$ cat config.mk
export PLATFORM = sky130hd
export DESIGN_NAME = msp_v2_frame_encoder_unit_flat
export DESIGN_NICKNAME = d
export VERILOG_FILES = /design/src/mfe_pkg.sv /design/src/mfe_payload_if.sv /design/src/mfe_link_if.sv /design/src/mfe_cfg_if.sv /design/src/msp_v2_frame_encoder_unit.sv /design/src/mfe_front.sv /design/src/mfe_queue.sv /design/src/mfe_back.sv /design/src/flat_wrapper.sv
export SDC_FILE = /design/constraint.sdc
export NUM_CORES = 1
export LEC_CHECK = 0
export BUFFER_PORTS_ARGS = -buffer_cell sky130_fd_sc_hd__buf_2
export CAP_MARGIN = 20
export CELL_PAD_IN_SITES_DETAIL_PLACEMENT = 1
export CELL_PAD_IN_SITES_GLOBAL_PLACEMENT = 1
export CORE_MARGIN = 5
export CORE_UTILIZATION = 46
export DETAILED_ROUTE_END_ITERATION = 16
export PLACE_DENSITY = 0.75
export SLEW_MARGIN = 30
export SYNTH_ARGS = -nofsm -noshare
export SYNTH_HDL_FRONTEND = slang
export SYNTH_SLANG_ARGS = --single-unit
$ cat constraint.sdc
create_clock -name clk -period 3.31 [get_ports clk]
set_clock_uncertainty 0.15 [all_clocks]
set_input_delay 0.662 -clock clk [delete_from_list [all_inputs] [get_ports clk]]
set_output_delay 0.662 -clock clk [all_outputs]
set_load 0.01 [all_outputs]
$ cat src/mfe_pkg.sv
// Shared types, constants and the CRC-8 DVB-S2 byte update for the MSP v2 frame encoder.
// Depends on nothing; the cfg interface, the top level, front, queue and back refer to it by scoped names.
package mfe_pkg;

    localparam logic [7:0] CRC_POLY    = 8'hD5;
    localparam logic [7:0] CRC_TOPBIT  = 8'h80;
    localparam logic [7:0] SYNC_DOLLAR = 8'h24;
    localparam logic [7:0] SYNC_X      = 8'h58;
    localparam logic [7:0] SYNC_REQ    = 8'h3C;

    localparam logic [15:0] FUNCTION_ID_RESET    = 16'h1F03;
    localparam logic [7:0]  FRAME_FLAGS_RESET    = 8'h00;
    localparam logic [15:0] PAYLOAD_LENGTH_RESET = 16'd41;

    localparam int CFG_INDEX_W = 2;
    localparam int CFG_DATA_W  = 16;

    typedef enum logic [CFG_INDEX_W-1:0] {
        CFG_FUNCTION_ID    = 2'd0,
        CFG_FRAME_FLAGS    = 2'd1,
        CFG_PAYLOAD_LENGTH = 2'd2
    } cfg_index_t;

    // Position of one link byte inside a frame.
    typedef enum logic [3:0] {
        BYTE_SYNC_DOLLAR = 4'd0,
        BYTE_SYNC_X      = 4'd1,
        BYTE_SYNC_REQ    = 4'd2,
        BYTE_FLAGS       = 4'd3,
        BYTE_ID_LO       = 4'd4,
        BYTE_ID_HI       = 4'd5,
        BYTE_LEN_LO      = 4'd6,
        BYTE_LEN_HI      = 4'd7,
        BYTE_DATA        = 4'd8,
        BYTE_CRC         = 4'd9
    } byte_kind_t;

    // One classified payload byte with the header it opens, if it opens one.
    typedef struct packed {
        logic [7:0]  payload_byte;
        logic        payload_last;
        logic        frame_first;
        logic [7:0]  frame_flags;
        logic [15:0] function_id;
        logic [15:0] payload_length;
    } entry_t;

    function automatic logic [7:0] crc8_byte(input logic [7:0] crc, input logic [7:0] data);
        logic [7:0] v;
        v = crc ^ data;
        for (int i = 0; i < 8; i++) begin
            if ((v & CRC_TOPBIT) != 8'h00)
                v = (v << 1) ^ CRC_POLY;
            else
                v = v << 1;
        end
        return v;
    endfunction

endpackage

$ cat src/mfe_payload_if.sv
// Payload byte channel of the MSP v2 frame encoder: valid, ready and one byte with its last mark.
// Stands alone; no package needed.
interface mfe_payload_if;
    logic       valid;
    logic       ready;
    logic [7:0] payload_byte;
    logic       payload_last;

    modport source (output valid, output payload_byte, output payload_last, input ready);
    modport sink (input valid, input payload_byte, input payload_last, output ready);
endinterface

$ cat src/mfe_link_if.sv
// Link byte channel of the MSP v2 frame encoder: valid, ready and one framed byte.
// Stands alone; no package needed.
interface mfe_link_if;
    logic       valid;
    logic       ready;
    logic [7:0] wire_byte;
    logic       frame_done;

    modport source (output valid, output wire_byte, output frame_done, input ready);
    modport sink (input valid, input wire_byte, input frame_done, output ready);
endinterface

$ cat src/mfe_cfg_if.sv
// Register write channel of the MSP v2 frame encoder: valid, ready, index and data.
// Uses mfe_pkg for the index and data widths.
interface mfe_cfg_if;
    logic                          valid;
    logic                          ready;
    logic [mfe_pkg::CFG_INDEX_W-1:0] index;
    logic [mfe_pkg::CFG_DATA_W-1:0]  data;

    modport source (output valid, output index, output data, input ready);
    modport sink (input valid, input index, input data, output ready);
endinterface

$ cat src/msp_v2_frame_encoder_unit.sv
// Top level of the MSP v2 request frame encoder with CRC-8 DVB-S2 checksum.
// Uses mfe_pkg, the three channel interfaces, mfe_front, mfe_queue and mfe_back.
//
//   Channel   Direction  Contents                          Transaction
//   payload   in         payload_byte[7:0], payload_last   one payload byte
//   link      out        wire_byte[7:0], frame_done        one framed link byte
//   cfg       in         index[1:0], data[15:0]            one register write
//
// The link side sends one byte per cycle while the queue holds an entry and the link is ready:
// a payload byte gives one link byte, plus eight header bytes when it opens a frame and
// one checksum byte when it closes one. An accepted payload byte is written into the queue,
// and its link bytes are taken from the queue head into the registered link outputs.
// The front accepts a byte per cycle while the queue has room, so either side may stall alone.
// Reset restores the register defaults and starts outside a frame; no clearing pass.
module msp_v2_frame_encoder_unit #(
    parameter int QUEUE_DEPTH = 2
) (
    input  logic        clk,
    input  logic        rst_n,
    mfe_payload_if.sink payload,
    mfe_link_if.source  link,
    mfe_cfg_if.sink     cfg
);

    logic            push_valid;
    logic            push_ready;
    mfe_pkg::entry_t push_entry;
    logic            head_valid;
    mfe_pkg::entry_t head_entry;
    logic            pop;

    mfe_front u_front (
        .clk        (clk),
        .rst_n      (rst_n),
        .payload    (payload),
        .cfg        (cfg),
        .push_valid (push_valid),
        .push_entry (push_entry),
        .push_ready (push_ready)
    );

    mfe_queue #(
        .DEPTH (QUEUE_DEPTH)
    ) u_queue (
        .clk        (clk),
        .rst_n      (rst_n),
        .push_valid (push_valid),
        .push_entry (push_entry),
        .push_ready (push_ready),
        .head_valid (head_valid),
        .head_entry (head_entry),
        .pop        (pop)
    );

    mfe_back u_back (
        .clk        (clk),
        .rst_n      (rst_n),
        .head_valid (head_valid),
        .head_entry (head_entry),
        .pop        (pop),
        .link       (link)
    );

endmodule

$ cat src/mfe_front.sv
// Front end of the frame encoder: configuration registers, frame tracking and byte classification.
// Uses mfe_pkg, mfe_payload_if and mfe_cfg_if.
module mfe_front (
    input  logic               clk,
    input  logic               rst_n,
    mfe_payload_if.sink        payload,
    mfe_cfg_if.sink            cfg,
    output logic               push_valid,
    output mfe_pkg::entry_t    push_entry,
    input  logic               push_ready
);

    logic [15:0] function_id_reg;
    logic [7:0]  frame_flags_reg;
    logic [15:0] payload_length_reg;
    logic        inside_frame_reg;
    logic        inside_frame_next;
    logic        accept;

    assign cfg.ready     = 1'b1;
    assign payload.ready = push_ready;
    assign push_valid    = payload.valid;
    assign accept        = payload.valid & push_ready;

    // The header fields travel with the byte that opens the frame.
    always_comb
    begin
        push_entry.payload_byte   = payload.payload_byte;
        push_entry.payload_last   = payload.payload_last;
        push_entry.frame_first    = ~inside_frame_reg;
        push_entry.frame_flags    = frame_flags_reg;
        push_entry.function_id    = function_id_reg;
        push_entry.payload_length = payload_length_reg;
    end

    always_comb
    begin
        inside_frame_next = inside_frame_reg;
        if (accept)
        begin
            inside_frame_next = ~payload.payload_last;
        end
    end

    always_ff @(posedge clk or negedge rst_n)
    begin
        if (!rst_n)
        begin
            function_id_reg    <= mfe_pkg::FUNCTION_ID_RESET;
            frame_flags_reg    <= mfe_pkg::FRAME_FLAGS_RESET;
            payload_length_reg <= mfe_pkg::PAYLOAD_LENGTH_RESET;
            inside_frame_reg   <= 1'b0;
        end
        else
        begin
            inside_frame_reg <= inside_frame_next;
            if (cfg.valid)
            begin
                case (mfe_pkg::cfg_index_t'(cfg.index))
                    mfe_pkg::CFG_FUNCTION_ID:    function_id_reg    <= cfg.data;
                    mfe_pkg::CFG_FRAME_FLAGS:    frame_flags_reg    <= cfg.data[7:0];
                    mfe_pkg::CFG_PAYLOAD_LENGTH: payload_length_reg <= cfg.data;
                    default:
                    begin
                    end
                endcase
            end
        end
    end

endmodule

$ cat src/mfe_queue.sv
// Small register queue between the front and back ends of the frame encoder.
// Uses mfe_pkg for the entry type.
module mfe_queue #(
    parameter int DEPTH = 2
) (
    input  logic            clk,
    input  logic            rst_n,
    input  logic            push_valid,
    input  mfe_pkg::entry_t push_entry,
    output logic            push_ready,
    output logic            head_valid,
    output mfe_pkg::entry_t head_entry,
    input  logic            pop
);

    localparam int PTR_W = $clog2(DEPTH);
    localparam int CNT_W = $clog2(DEPTH + 1);

    mfe_pkg::entry_t entries_reg [DEPTH];
    logic [PTR_W-1:0] wr_ptr_reg;
    logic [PTR_W-1:0] rd_ptr_reg;
    logic [CNT_W-1:0] count_reg;
    logic             do_push;
    logic             do_pop;

    assign push_ready = (count_reg != CNT_W'(DEPTH));
    assign head_valid = (count_reg != '0);
    assign head_entry = entries_reg[rd_ptr_reg];
    assign do_push    = push_valid & push_ready;
    assign do_pop     = pop & head_valid;

    always_ff @(posedge clk)
    begin
        if (do_push)
        begin
            entries_reg[wr_ptr_reg] <= push_entry;
        end
    end

    always_ff @(posedge clk or negedge rst_n)
    begin
        if (!rst_n)
        begin
            wr_ptr_reg <= '0;
            rd_ptr_reg <= '0;
            count_reg  <= '0;
        end
        else
        begin
            if (do_push)
            begin
                wr_ptr_reg <= (wr_ptr_reg == PTR_W'(DEPTH - 1)) ? '0 : wr_ptr_reg + 1'b1;
            end
            if (do_pop)
            begin
                rd_ptr_reg <= (rd_ptr_reg == PTR_W'(DEPTH - 1)) ? '0 : rd_ptr_reg + 1'b1;
            end
            if (do_push && !do_pop)
            begin
                count_reg <= count_reg + 1'b1;
            end
            else if (do_pop && !do_push)
            begin
                count_reg <= count_reg - 1'b1;
            end
        end
    end

endmodule

$ cat src/mfe_back.sv
// Back end of the frame encoder: emits header, payload and checksum bytes one per cycle unless stalled.
// Uses mfe_pkg and mfe_link_if; takes its work from mfe_queue.
module mfe_back (
    input  logic            clk,
    input  logic            rst_n,
    input  logic            head_valid,
    input  mfe_pkg::entry_t head_entry,
    output logic            pop,
    mfe_link_if.source      link
);

    logic [3:0]          step_reg;
    logic [3:0]          step_next;
    logic [7:0]          crc_reg;
    logic [7:0]          crc_next;
    logic                out_valid_reg;
    logic                out_valid_next;
    logic [7:0]          wire_byte_reg;
    logic [7:0]          wire_byte_next;
    logic                frame_done_reg;
    logic                frame_done_next;
    logic                load;
    logic                entry_end;
    mfe_pkg::byte_kind_t kind;
    logic [7:0]          sel_byte;

    assign link.valid      = out_valid_reg;
    assign link.wire_byte  = wire_byte_reg;
    assign link.frame_done = frame_done_reg;

    // A byte that continues a frame skips the eight header positions.
    assign kind = mfe_pkg::byte_kind_t'(head_entry.frame_first ? step_reg : step_reg + 4'd8);
    assign load = head_valid & (~out_valid_reg | link.ready);
    assign entry_end = head_entry.payload_last ? (kind == mfe_pkg::BYTE_CRC)
                                               : (kind == mfe_pkg::BYTE_DATA);
    assign pop = load & entry_end;

    always_comb
    begin
        case (kind)
            mfe_pkg::BYTE_SYNC_DOLLAR: sel_byte = mfe_pkg::SYNC_DOLLAR;
            mfe_pkg::BYTE_SYNC_X:      sel_byte = mfe_pkg::SYNC_X;
            mfe_pkg::BYTE_SYNC_REQ:    sel_byte = mfe_pkg::SYNC_REQ;
            mfe_pkg::BYTE_FLAGS:       sel_byte = head_entry.frame_flags;
            mfe_pkg::BYTE_ID_LO:       sel_byte = head_entry.function_id[7:0];
            mfe_pkg::BYTE_ID_HI:       sel_byte = head_entry.function_id[15:8];
            mfe_pkg::BYTE_LEN_LO:      sel_byte = head_entry.payload_length[7:0];
            mfe_pkg::BYTE_LEN_HI:      sel_byte = head_entry.payload_length[15:8];
            mfe_pkg::BYTE_DATA:        sel_byte = head_entry.payload_byte;
            mfe_pkg::BYTE_CRC:         sel_byte = crc_reg;
            default:                   sel_byte = 8'h00;
        endcase
    end

    always_comb
    begin
        step_next       = step_reg;
        crc_next        = crc_reg;
        out_valid_next  = out_valid_reg & ~link.ready;
        wire_byte_next  = wire_byte_reg;
        frame_done_next = frame_done_reg;
        if (load)
        begin
            out_valid_next  = 1'b1;
            wire_byte_next  = sel_byte;
            frame_done_next = (kind == mfe_pkg::BYTE_CRC);
            step_next       = entry_end ? 4'd0 : step_reg + 4'd1;
            if (kind inside {mfe_pkg::BYTE_FLAGS, mfe_pkg::BYTE_ID_LO, mfe_pkg::BYTE_ID_HI,
                             mfe_pkg::BYTE_LEN_LO, mfe_pkg::BYTE_LEN_HI, mfe_pkg::BYTE_DATA})
            begin
                crc_next = mfe_pkg::crc8_byte(crc_reg, sel_byte);
            end
            else
            begin
                // Sync bytes open a frame and the checksum byte closes one.
                crc_next = 8'h00;
            end
        end
    end

    always_ff @(posedge clk or negedge rst_n)
    begin
        if (!rst_n)
        begin
            step_reg      <= 4'd0;
            crc_reg       <= 8'h00;
            out_valid_reg <= 1'b0;
        end
        else
        begin
            step_reg      <= step_next;
            crc_reg       <= crc_next;
            out_valid_reg <= out_valid_next;
        end
    end

    always_ff @(posedge clk)
    begin
        wire_byte_reg  <= wire_byte_next;
        frame_done_reg <= frame_done_next;
    end

endmodule

$ cat src/flat_wrapper.sv
// flat-port wrapper written by rule: the top's interface ports become plain ports
module msp_v2_frame_encoder_unit_flat 
#(
    parameter int QUEUE_DEPTH = 2
)
  (clk, rst_n, payload_valid, payload_payload_byte, payload_payload_last, payload_ready, link_valid, link_wire_byte, link_frame_done, link_ready, cfg_valid, cfg_index, cfg_data, cfg_ready);
  mfe_payload_if payload_i ();
  mfe_link_if link_i ();
  mfe_cfg_if cfg_i ();
  input  logic clk;
  input  logic rst_n;
  input wire logic [$bits(payload_i.valid)-1:0] payload_valid;
  input wire logic [$bits(payload_i.payload_byte)-1:0] payload_payload_byte;
  input wire logic [$bits(payload_i.payload_last)-1:0] payload_payload_last;
  output wire logic [$bits(payload_i.ready)-1:0] payload_ready;
  output wire logic [$bits(link_i.valid)-1:0] link_valid;
  output wire logic [$bits(link_i.wire_byte)-1:0] link_wire_byte;
  output wire logic [$bits(link_i.frame_done)-1:0] link_frame_done;
  input wire logic [$bits(link_i.ready)-1:0] link_ready;
  input wire logic [$bits(cfg_i.valid)-1:0] cfg_valid;
  input wire logic [$bits(cfg_i.index)-1:0] cfg_index;
  input wire logic [$bits(cfg_i.data)-1:0] cfg_data;
  output wire logic [$bits(cfg_i.ready)-1:0] cfg_ready;
  assign payload_i.valid = payload_valid;
  assign payload_i.payload_byte = payload_payload_byte;
  assign payload_i.payload_last = payload_payload_last;
  assign payload_ready = payload_i.ready;
  assign link_valid = link_i.valid;
  assign link_wire_byte = link_i.wire_byte;
  assign link_frame_done = link_i.frame_done;
  assign link_i.ready = link_ready;
  assign cfg_i.valid = cfg_valid;
  assign cfg_i.index = cfg_index;
  assign cfg_i.data = cfg_data;
  assign cfg_ready = cfg_i.ready;
  msp_v2_frame_encoder_unit #(.QUEUE_DEPTH(QUEUE_DEPTH)) u_core (.clk(clk), .rst_n(rst_n), .payload(payload_i), .link(link_i), .cfg(cfg_i));
endmodule
==> flow_summary.yaml, run 1 <==
synthesis:
  synth_cell_types: 64
  synth_xor_area_share_pct: 3.77
  synth_flop_cell: "edfxtp_1"
  yosysMostFrequentCell: "edfxtp_1"
  synth_top_family_by_area: "multiplexers"
  synthAdderAreaFrac_pct: 0.874
  synth_edf_count: 109
  synth_nets: 513
  synth-compound-area-share_pct: 9.09
  syn_area_um2: 7160
  avgSynthCellArea_um2: 15.0
  synth_cells: 476
  yosys.area_share.simple_pct: 5.00
  synth_top_area_share_pct: 45.7
  synth.area.top_cells: "edfxtp_1, dfrtp_1, mux2_2"
  muxShareOfSynthArea_pct: 12.9
  synth_seq_cells: 167
  async_flop_share_pct: 34.7
  ys.warnings.count: 0
  synth_top_area_cell: "edfxtp_1"
  ys_top_cells_by_count: "edfxtp_1, dfrtp_1, mux2_2, mux2i_1, nor2_1"
  yosysSeqAreaShare_pct: 66.2
worst_hold_path:
  hold_class: "in2async"
critical_path:
  crit_chain: "inv_1 -> ha_1 -> nand2_2 -> o22ai_2 -> nor4_4 -> or3_4 -> a222oi_1 -> buf_4 -> o211ai_1 -> and4_1 -> o31a_1 -> a31oi_1"
  reg2reg_from: "u_core.u_back.step_reg[0]"
  worstSetupPathType: "reg2reg"
  critPathMaxStageDelay_ns: 0.46
  critical_path_arrival_ns: 3.46
  rrSetupSlack_ns: 0.05
  r2r-end: "u_core.u_back.crc_reg[7]"
  worstPathRequired_ns: 3.51
  cp-start-kind: "flop"
  cp-end-kind: "flop"
  reg2reg_depth: 12
  critPathMaxFanout: 7
  slowest_stage: "dfrtp_2"
final_layout:
  drive_gt1_share_pct: 39.2
  synthToLayoutAreaGrowth_pct: 22.6
  fill_cells: 1467
  fin_area_um2: 8780
  final_cells: 792
  nets: 605
  n_antenna_cell: 0
  largest_reg_flops: 100
  final_core_util_pct: 57.6
floorplanning:
  start_util_pct: 46.9
  dieArea_um2: 18200
  dieWidth_um: 135
  io_pins: 44
  die_y_um: 135
  rows: 45
  core_area_um2: 15300
flow_run:
  max_cap_violations: 0
placement:
  dpl_cell_area_um2: 7800
  gp_congestion: 0.841
  port_buffers: 42
  placedCellCount: 742
  dp.final_hpwl_mm: 11.3
global_routing:
  antenna_found_initial: 0
  grt.overflow.total: 0
  track_usage_pct: 18.9
  grt_first_pass_wirelength_mm: 25.6
  grt_max_degree: 40
  grt_pass1_vias: 4563
sta:
  drv_slew: 0
  slew_headroom_pct: 60.6
  holdWs_ns: 0.0487
  fmax_mhz: 307
  report.final.hold_viol_count: 0
  period_needed_ns: 3.26
  fin_crit_sh_pct: 98.4
  rsz0062_at_grt: "yes"
  setup_viol: 0
  tightest_slew_ns: 0.589
clocking:
  cts_root_buf: "clkbuf_16"
  cts_tree: "yes"
  h-tree-depth: 4
  clock_path_buffers: 2
  path_clk_slew_ns: 0.07
  cts_buffers: 17
  cts_sinks: 167
  clock_latency_ns: 0.44
power_and_ir_drop:
  vdd.ir_drop.worst_v: 0.000600
  p_total_mw: 11.0
  p_leak_nw: 3.35
  p_per_area_nw_per_um2: 1250
route:
  avgViaCountPerCell: 5.53
  drtAntennaViolNets: 0
  first_iter_violations: 299
  wl_per_cell_um: 22.1
  drc: 0
  drt_wl_total_mm: 17.5
  vias: 4379
  firstDrtPassIters: 5
run_status:
  status: "completed"
## final cells by class
type | count | area [um^2] | share of cell area [%]
clock inverters | 15 | 140 | 1.60
flip-flops and latches | 167 | 4740 | 54.0
multi-input cells | 282 | 2510 | 28.6
repair buffers | 91 | 664 | 7.57
clock buffers | 17 | 425 | 4.84
well taps | 211 | 264 | 3.01
inverters | 9 | 33.8 | 0.385
## stage by stage
| step | worst slack, ns | TNS [ns] |
|---|---|---|
| global route | -0.124 | -0.290 |
| detailed placement | -0.133 | -0.274 |
| finish | 0.0528 | 0 |
| CTS | 0.000739 | 0 |
| global placement | 0.113 | 0 |
| floorplan | 0.255 | 0 |
## metal layers
metal,up-vias,GRT usage [%],wire (um),share of wire [%]
met2,99,32.4,9040,52
met5,-,0,0,0
met4,0,6.00,413,2.4
li1,1999,-,-,-
met3,33,5.07,594,3.4
met1,2248,23.4,7430,43
## worst max-delay path by stage
stage               cells past startpoint  slack, ns                        to                      start
floorplan                              11       0.25  u_core.u_back.crc_reg[0]  u_core.u_back.step_reg[1]
global placement                       11       0.11  u_core.u_back.crc_reg[7]  u_core.u_back.step_reg[1]
detailed placement                     11      -0.13  u_core.u_back.crc_reg[0]  u_core.u_back.step_reg[1]
CTS                                    11     0.0007  u_core.u_back.crc_reg[7]  u_core.u_back.step_reg[0]
global route                           12      -0.12  u_core.u_back.crc_reg[7]  u_core.u_back.step_reg[0]
finish                                 12       0.05  u_core.u_back.crc_reg[7]  u_core.u_back.step_reg[0]
## where the power goes
group          internal, mW  switching (mW)  leakage [nW]
Combinational          2.83            2.95          1.38
Clock                 0.989           0.890         0.270
Sequential             2.97           0.318          1.70
## cell families after synthesis
kind of cell / Yosys count
AOI/OAI and AO/OA: 91
xor gates and xnor gates: 23
adders and majority gates: 5
buffers and inverters: 28
DFF: 167
muxes: 86
other: 1
and+or+nand+nor: 75
## layout by cell type (no fill, tap or decap), types with 3 or more instances in the layout
cell type / count
inv_1: 7
dfrtp_2: 3
a21oi_1: 9
edfxtp_1: 109
o22ai_2: 4
a31oi_1: 3
o21ai_1: 7
nand2b_1: 4
dfstp_2: 10
nor2_1: 23
xnor2_1: 7
o211ai_1: 4
buf_2: 41
xnor2_2: 3
ha_1: 3
dfrtp_1: 45
mux2_2: 43
o21a_1: 4
nor3_1: 3
o21ai_0: 15
or3_1: 6
clkbuf_16: 18
mux2i_2: 4
clkinvlp_4: 3
nand2_1: 15
o22ai_1: 9
nand3b_1: 3
buf_4: 43
nand2_2: 5
xor2_1: 9
mux2i_1: 38
buf_12: 5
a22oi_1: 3
inv_6: 4
## what timing repair did
action	CTS	global route
buffers inserted	1	15
pin swaps	1	11
hold buffers	0	0
gates cloned	0	2
resized for setup	5	44
endpoints found under the setup margin	6	6
## critical path, delay by kind of cell (launching register included)
family	cells	cell delay [ns]
fa+ha+maj	1	0.20
buf+inv	2	0.30
compound gates	5	1.13
flops	1	0.46
simple gates	4	0.93
(Power assumes the default switching activity.)
==> run 2, diff against run 1 <==
- CORE_UTILIZATION: 46 -> 45
- PLACE_DENSITY: 0.75 -> 0.71
- clock period: 3.31 -> 3.7 ns (I/O delays scaled with it)
==> run 2 against run 1 <==
Sequential share of layout area is 3.2 points higher. First-iteration DRC count down 18%. Cell area fell by 5.7%. Cell count fell by 3.7%. Total power is 20% lower. Global-route usage is 0.55 points lower. Largest cell class unchanged.
==> flow_summary.yaml, run 2 (same netlist as run 1, synthesis figures left out) <==
run_status:
  status: "completed"
route:
  avgViaCountPerCell: 5.47
  drt_wl_total_mm: 15.9
  drtAntennaViolNets: 0
  drc: 0
  vias: 4170
  first_iter_violations: 244
  wl_per_cell_um: 20.9
  firstDrtPassIters: 5
final_layout:
  drive_gt1_share_pct: 29.8
  final_cells: 763
  fin_area_um2: 8280
  largest_reg_flops: 100
  nets: 571
  final_common_cell: "edfxtp_1"
  n_antenna_cell: 0
  synthToLayoutAreaGrowth_pct: 15.7
  final_cell_mix: "edfxtp_1, dfrtp_1, mux2_2"
floorplanning:
  core_area_um2: 15800
  start_util_pct: 45.4
  dieWidth_um: 136
  io_pins: 44
  dieArea_um2: 18500
  rows: 46
  die_y_um: 136
sta:
  fmax_mhz: 285
  setup_viol: 0
  tightest_slew_ns: 0.672
  fin_crit_sh_pct: 94.8
  drv_slew: 0
  report.final.hold_viol_count: 0
  period_needed_ns: 3.51
  slew_headroom_pct: 55.2
  finalSetupTns_ns: 0
  rsz0062_at_grt: "no"
global_routing:
  track_usage_pct: 18.4
  grt_max_degree: 41
  grt.overflow.total: 0
  antenna_found_initial: 0
  grt_pass1_vias: 4500
  grt_first_pass_wirelength_mm: 25.4
clocking:
  h-tree-depth: 4
  cts_sinks: 167
  path_clk_slew_ns: 0.07
  clock_path_buffers: 2
  cts_root_buf: "clkbuf_16"
  clock_latency_ns: 0.43
  cts_tree: "yes"
  cts_buffers: 17
power_and_ir_drop:
  p_leak_nw: 3.15
  p_per_area_nw_per_um2: 1060
  vdd.ir_drop.worst_v: 0.000976
placement:
  placedCellCount: 730
  port_buffers: 42
  dp.final_hpwl_mm: 10.8
  dpl_cell_area_um2: 7660
  gp_congestion: 0.810
worst_hold_path:
  hold_class: "in2async"
critical_path:
  rrSetupSlack_ns: 0.19
  cp-start-kind: "flop"
  critical_path_arrival_ns: 3.65
  worstPathRequired_ns: 3.84
  critPathMaxFanout: 6
  worstSetupPathType: "reg2reg"
  cp-end-kind: "flop"
flow_run:
  max_cap_violations: 0
## run 2: worst max-delay path, cell delays in order, from the launching register on
cell and delay (ns):
dfrtp_1 0.43, inv_1 0.10, ha_1 0.29, nand2_1 0.32, o22ai_1 0.12, nor3_1 0.46
a21oi_1 0.28, xnor2_1 0.32, xnor2_2 0.18, xnor3_1 0.48, xor2_1 0.15, o21ai_1 0.07
## run 2: worst paths after layout
| check | startpoint | to | depth (start not counted) |
|---|---|---|---|
| min | rst_n | u_core.u_back.link.valid | 1 |
| max | u_core.u_back.step_reg[0] | u_core.u_back.crc_reg[3] | 11 |
| max reg2reg | u_core.u_back.step_reg[0] | u_core.u_back.crc_reg[3] | 11 |
| min reg2reg | u_core.u_front.payload_length_reg[9] | u_core.u_queue.entries_reg[1][9] | 0 |
| max in group asynchronous | rst_n | u_core.u_front.function_id_reg[8] | 2 |
| min in group clk | u_core.u_front.payload_length_reg[9] | u_core.u_queue.entries_reg[1][9] | 0 |
## run 2: repair_timing
item,4_1_cts,5_1_grt
setup buffers,0,1
hold buffers,0,0
endpoints found under the setup margin,2,3
gates resized for setup,3,3
pin swaps,0,1
## run 2: cell type report
class,instances,area [um^2]
clock buffers,17,425
clock inverters,15,159
fillers,1547,7490
inverters,9,33.8
multi-input cells,281,2310
flip-flops and latches,167,4740
well taps,216,270
repair buffers,58,343
## run 2: through the flow
step	setup slack (ns)	total power [mW]	hold slack [ns]	utilization, %
after floorplan	0.135	6.00	0.287	-
after global placement	0.125	6.82	0.294	48.6
after detailed placement	0.0162	6.97	0.309	48.6
after CTS	0.0474	8.77	0.213	52.4
after global routing	0.0342	9.26	0.241	52.5
final	0.193	8.74	0.193	52.5
## run 2: per-layer routing
metal  share of wire (%)  GRT usage (%)  vias to the layer above
li1                    -              -                     1928
met1                  45           24.2                     2149
met2                  50           30.7                       75
met3                 2.9           3.48                       18
met4                 1.5           6.16                        0
met5                   0              0                        -
## run 2: power by group
part,switching (mW),leakage (nW),internal (mW),total (mW)
logic,2.27,1.16,1.80,4.07
clock network,0.801,0.283,0.956,1.76
registers,0.262,1.70,2.66,2.92
total,3.33,3.15,5.41,8.74
